File: config.mk
export PLATFORM = sky130hd
export DESIGN_NAME = pcoll_queue
export DESIGN_NICKNAME = d
export VERILOG_FILES = /design/src/rtl/pcoll_pkg.sv /design/src/rtl/pcoll_queue.sv
export SDC_FILE = /design/constraint.sdc
export NUM_CORES = 1
export LEC_CHECK = 0
export BUFFER_PORTS_ARGS = -buffer_cell sky130_fd_sc_hd__buf_2
export CORE_ASPECT_RATIO = 0.75
export CORE_MARGIN = 8
export CORE_UTILIZATION = 49
export DETAILED_ROUTE_END_ITERATION = 10
export PLACE_DENSITY = 0.8
export SLEW_MARGIN = 20
export SYNTH_ARGS = -nofsm -noshare
export SYNTH_HDL_FRONTEND = slang
export SYNTH_SLANG_ARGS = --single-unit
File: constraint.sdc
create_clock -name clock -period 9.6 [get_ports clock]
set_input_delay 1.92 -clock clock [delete_from_list [all_inputs] [get_ports clock]]
set_output_delay 1.92 -clock clock [all_outputs]
set_load 0.05 [all_outputs]
File: src/rtl/pcoll_pkg.sv
// Shared widths, constants and item types for the disc time-of-impact core.
package pcoll_pkg;

   // Field and intermediate widths.
   localparam int InW     = 32;   // input field width
   localparam int DifW    = 33;   // relative position or velocity
   localparam int ProdW   = 66;   // product of two differences
   localparam int AW      = 66;   // a = |dv|^2, unsigned
   localparam int HW      = 67;   // h = dv.d, signed
   localparam int CW      = 67;   // c = |d|^2 - contact distance squared, signed
   localparam int MagW    = 66;   // magnitude of h or c
   localparam int HalfW   = 33;   // half of a magnitude, one multiplier operand
   localparam int SqW     = 132;  // h^2 and a*|c|
   localparam int DW      = 132;  // discriminant, unsigned once known nonnegative
   localparam int SW      = 66;   // integer square root of the discriminant
   localparam int NW      = 68;   // numerator before the fraction shift
   localparam int QW      = 32;   // quotient width
   localparam int QDEPTH  = 4;    // entries in the queue between front and back
   localparam int QPW     = 2;    // queue pointer width
   localparam int CntW    = QPW + 1;
   localparam int CsrAddrW = 3;
   localparam int CsrDataW = 32;

   // Register map, indexed by paddr[2].
   localparam logic CSR_CONTACT_DIST_SQ = 1'b0;

   // Contact distance squared after reset: 100.0 in Q16.16.
   localparam logic [CsrDataW-1:0] CDS_RESET = 32'd6553600;

   // One input pair.
   typedef struct packed {
      logic signed [InW-1:0] first_pos_x;
      logic signed [InW-1:0] first_pos_y;
      logic signed [InW-1:0] first_vel_x;
      logic signed [InW-1:0] first_vel_y;
      logic signed [InW-1:0] second_pos_x;
      logic signed [InW-1:0] second_pos_y;
      logic signed [InW-1:0] second_vel_x;
      logic signed [InW-1:0] second_vel_y;
   } req_item_type;

   // Classified pair handed from the front to the back.
   typedef struct packed {
      logic [DW-1:0]        disc;   // discriminant, zero when negative
      logic signed [HW-1:0] h;
      logic [AW-1:0]        a;
      logic                 near;   // take the near root
      logic                 nohit;
   } fe_item_type;

endpackage

File: src/rtl/pcoll_queue.sv
// Short queue that decouples the front pipeline from the back pipeline.
module pcoll_queue (
   input  logic                   clock,
   input  logic                   reset,
   input  logic                   push,
   input  pcoll_pkg::fe_item_type push_item,
   output logic                   full,
   input  logic                   pop,
   output logic                   head_valid,
   output pcoll_pkg::fe_item_type head_item
);
   import pcoll_pkg::*;

   fe_item_type      q_ff [QDEPTH];
   logic [QPW-1:0]   wptr_ff, rptr_ff;
   logic [CntW-1:0]  count_ff;

   // Pointers and fill level.
   always_ff @(posedge clock) begin
      if (reset) begin
         wptr_ff  <= '0;
         rptr_ff  <= '0;
         count_ff <= '0;
      end else begin
         if (push) begin
            wptr_ff <= wptr_ff + 1'b1;
         end
         if (pop) begin
            rptr_ff <= rptr_ff + 1'b1;
         end
         count_ff <= count_ff + CntW'(push) - CntW'(pop);
      end
   end

   // Entry storage.
   always_ff @(posedge clock) begin
      if (push) begin
         q_ff[wptr_ff] <= push_item;
      end
   end

   assign full       = (count_ff == CntW'(QDEPTH));
   assign head_valid = (count_ff != '0);
   assign head_item  = q_ff[rptr_ff];

endmodule

=== Word-level counts from Yosys, hierarchy flattened ===
Memory sizes are Yosys's and may differ from the RTL's. A register that Yosys moved wholly into a read port is not among the register bits.
Cells that the tools add are included.

* Equality and inequality tests: 1
* Muxes and demuxes: 4
* $add $sub $neg: 4
* Reductions and logical operators: 1

{| class="wikitable"
|+ Operators with widths
! operator !! count
|-
| $add 2x1->2 const B || 2
|-
| $mux 2 || 2
|-
| $add 3x1->3 || 1
|-
| $eq 3x3->1 const B || 1
|-
| $reduce_bool 3->1 || 1
|-
| $sub 3x1->3 || 1
|-
| $mux 1 || 2
|}

* Output and inout bits: 269
* Bits in writable memories: 1,068
* Memories kept: 1
* Word-level logic and storage cells: 14
* Flip-flop bits (word level): 7
* Input bits: 271

{| class="wikitable"
|+ Memories
! memory !! words !! bits a word !! rd ports !! clocked after Yosys merged registers in !! write ports !! line !! RTL
|-
| q_ff || 4 || 267 || 1 || 1 || 1 || pcoll_queue.sv:14 || <nowiki>fe_item_type q_ff [QDEPTH];</nowiki>
|}

=== Depth between registers and ports, before layout ===
* Word-level depth: 3
* Depth in mapped cells: 7

=== Worst setup path after synthesis ===
OpenSTA, ideal clock, no wires.

* Path kind: input to register
* Start point: input port push
* End point: memory q_ff[0][0] in the netlist's numbering, enable pin
* Path buffers: 0
* Setup slack: 0.988 ns
* Arrival time: 7.951 ns
* Stages on the path: 1
* Required time: 8.939 ns
* Cells stage by stage: and2_1

* Word-level cells in the longest chain between the ends: 2

{| class="wikitable"
|+ Ends and longest elaborated chain
! what !! line !! RTL
|-
| start, declared || pcoll_queue.sv:5 || <nowiki>input logic push,</nowiki>
|-
| $mux 1 || pcoll_queue.sv:37 || <nowiki>if (push) begin</nowiki>
|-
| $mux 1 (implied by the code) || pcoll_queue.sv:38 || <nowiki>q_ff[wptr_ff] <= push_item;</nowiki>
|-
| end, declared || pcoll_queue.sv:14 ||
|}

No other way between the ends.

==> out/results.tsv <==
metric	value	unit
syn_area	0.03945	sq mm
hold_viol	0	
gp_congestion	0.7833	
endpoint_kind	output pin	
fmax	0.1866	GHz
synth_top_family_by_area	multiplexers	
ys_seq_area_frac	0.8175	
fin_crit	5360	ps
switching_power	0.002751	W
viasPerCell	5.535	
synthSimpleGateAreaFrac	0.001935	
coreArea	0.08006	sq mm
synth-xor-area-share	0.001047	
comb_power_share	0.135	
cellLeakagePower	15.66	nW
grt_pass1_wl	119.2	mm
ios	540	
port_buffers	539	
postCtsSetupBuffers	0	
antenna_found_initial	30	
overflow	0	
r2r_slack	6660	ps
seq_area	0.03226	sq mm
drc	0	
power_frac_seq	0.511	
initialDrtViolationCount	1271	
area_growth	17.63	%
cts_buffers	99	
cp_data_arrival_time	3440	ps
synth_mux_area_frac	0.1642	
cp_max_fo	102	
synthDistinctLibCells	22	
gr-usage-all-layers	0.1771	
worstPathRequired	7680	ps
r2r-start	wptr_ff[0]	
synth_compound_area_frac	0.0003806	
hold_path.startpoint	rptr_ff[0]	
grt_max_degree	158	
maxCapViolations	0	
clk_pin_slew	60	ps
share_clk_of_total_power	0.354	
multi_input_area	0.006715	sq mm
cts.path.max_buffers	3	
min_path_type	flop to flop	
antenna_left	0	
setup_viol	0	
setup_tns	0	ps
clock_sinks	1077	
drive_gt1_frac	0.3990	
dr.pass1.iters	5	
vias	17650	
utilization	0.5797	
drt-total-wl	82.10	mm
ys_ff_latch	1077	
fp.dieArea	0.08995	sq mm
final_nets	2311	
cts_root_buf	clkbuf_16	
p_per_area	230.9	mW/mm^2
die-width	343.7	um
synth_warnings	0	
cts_hold_buf	0	
fillers	5531	
skew	17.53	ps
startpoint_type	flop	
avgRoutedWirePerCell	25.75	um
irDropWorstVdd	0.2008	mV
grt_pass1_vias	18730	
hold_depth	2	
dieHeight	261.7	um
sw_frac_of_total	0.2566	
max_slew_margin	0.04384	
cts_tree	yes	
post_cts_resized	0	
rsz0062_at_grt	no	
synthAdderAreaFrac	0.002410	
dp_hpwl	49.57	mm
status	completed	
cts_max_level	3	
timing.rr.end	q_ff[0][56]	
syn-instance-count	1437	
drv_slew	0	
synth_area_per_cell	27.46	sq um
clk_latency	650	ps
syn_nets	1715	
internal_power	0.007968	W
critical_path_class	flop to output pin	
worst_pin_slew	1434	ps
layout_common_cells	edfxtp_1 (1068), buf_2 (539), mux4_2 (146)	
min_period_over_period	0.5583	
initial_core_util	0.4928	
layout_commonest_cell	edfxtp_1	
row_count	90	
reg2reg_depth	5	
power groups by stage:
stage	Sequential [W]	Clock (W)	Combinational, W
final	0.00547	0.00379	0.00145
after global routing	0.00549	0.00407	0.00152
after CTS	0.00548	0.00388	0.00147
after detailed placement	0.00557	0	0.00147
after global placement	0.00555	0	0.00144
after floorplan	0.00560	0	0.00108
metrics by stage:
step | power, W | setup slack, ps | area (sq um) | hold WS, ps | cells
6_report | 0.01072 | 4240 | 46410 | 547.0 | 3188
5_1_grt | 0.01107 | 3916 | 46370 | 585.0 | 3174
4_1_cts | 0.01083 | 3990 | 46370 | 552.4 | 3171
3_5_place_dp | 0.007037 | 4697 | 43230 | 540.4 | 2990
3_3_place_gp | 0.006996 | 4705 | 43230 | 509.2 | 2990
2_1_floorplan | 0.006677 | 988.2 | 39450 | 491.8 | 1437
synth_stat cells (all sizes together):
cell type | number | area share
a21bo | 1 | 0.00025
a21oi | 1 | 0.00013
and2 | 4 | 0.00063
and3 | 1 | 0.00016
buf | 55 | 0.012
clkbuf | 5 | 0.00048
dfxtp | 9 | 0.0046
edfxtp | 1068 | 0.81
fa | 1 | 0.00051
ha | 6 | 0.0019
inv | 6 | 0.00057
mux2i | 1 | 0.00025
mux4 | 267 | 0.16
nand3b | 1 | 0.00019
nor2 | 5 | 0.00048
nor2b | 2 | 0.00032
or3 | 1 | 0.00016
xnor2 | 2 | 0.00044
xor3 | 1 | 0.00060
sequential cells by signal (all words and copies together) (netlist names), named ones only:
register  flops
rptr_ff       2
count_ff      3
q_ff       1068
wptr_ff       2
per-layer routing:
layer  GRT usage  vias up  wire length [um]
met5           0        -               220
met4     0.04190       34              1424
met3     0.06730      146              8020
met2      0.3059      644             42460
met1      0.2116     9201             29970
li1            -     7621                 -
how the worst max path moves through the flow:
stage | startpoint | end
floorplan | push | q_ff[0][0]
global placement | flop | head_item[222]
detailed placement | flop | head_item[222]
CTS | flop | head_item[160]
global route | flop | head_item[222]
finish | flop | head_item[222]
cell families (layout without fill, tap and decap cells):
logic type      after synthesis  in the layout
flops                      1077           1077
buf+inv                      66            742
mux                         268            268
compound gates                2              2
other cells                   0             17
xor+xnor                      3              3
fa+ha+maj                     7              7
simple gates                 14             14
critical path, stage by stage (launching register included):
cell	delay (ps)
dfxtp_4	710
buf_12	490
buf_4	590
mux4_1	680
buf_2	250
final cells by class:
cell class	instances	area share
sequential	1077	0.6951
antenna	17	0.0009166
inverter	6	0.0004853
tap	1058	0.02852
multi-input combinational	294	0.1447
clock buffer	125	0.05594
timing repair buffer	555	0.06260
clock inverter	56	0.01175
Note: power is estimated with default switching activity, not from simulation.
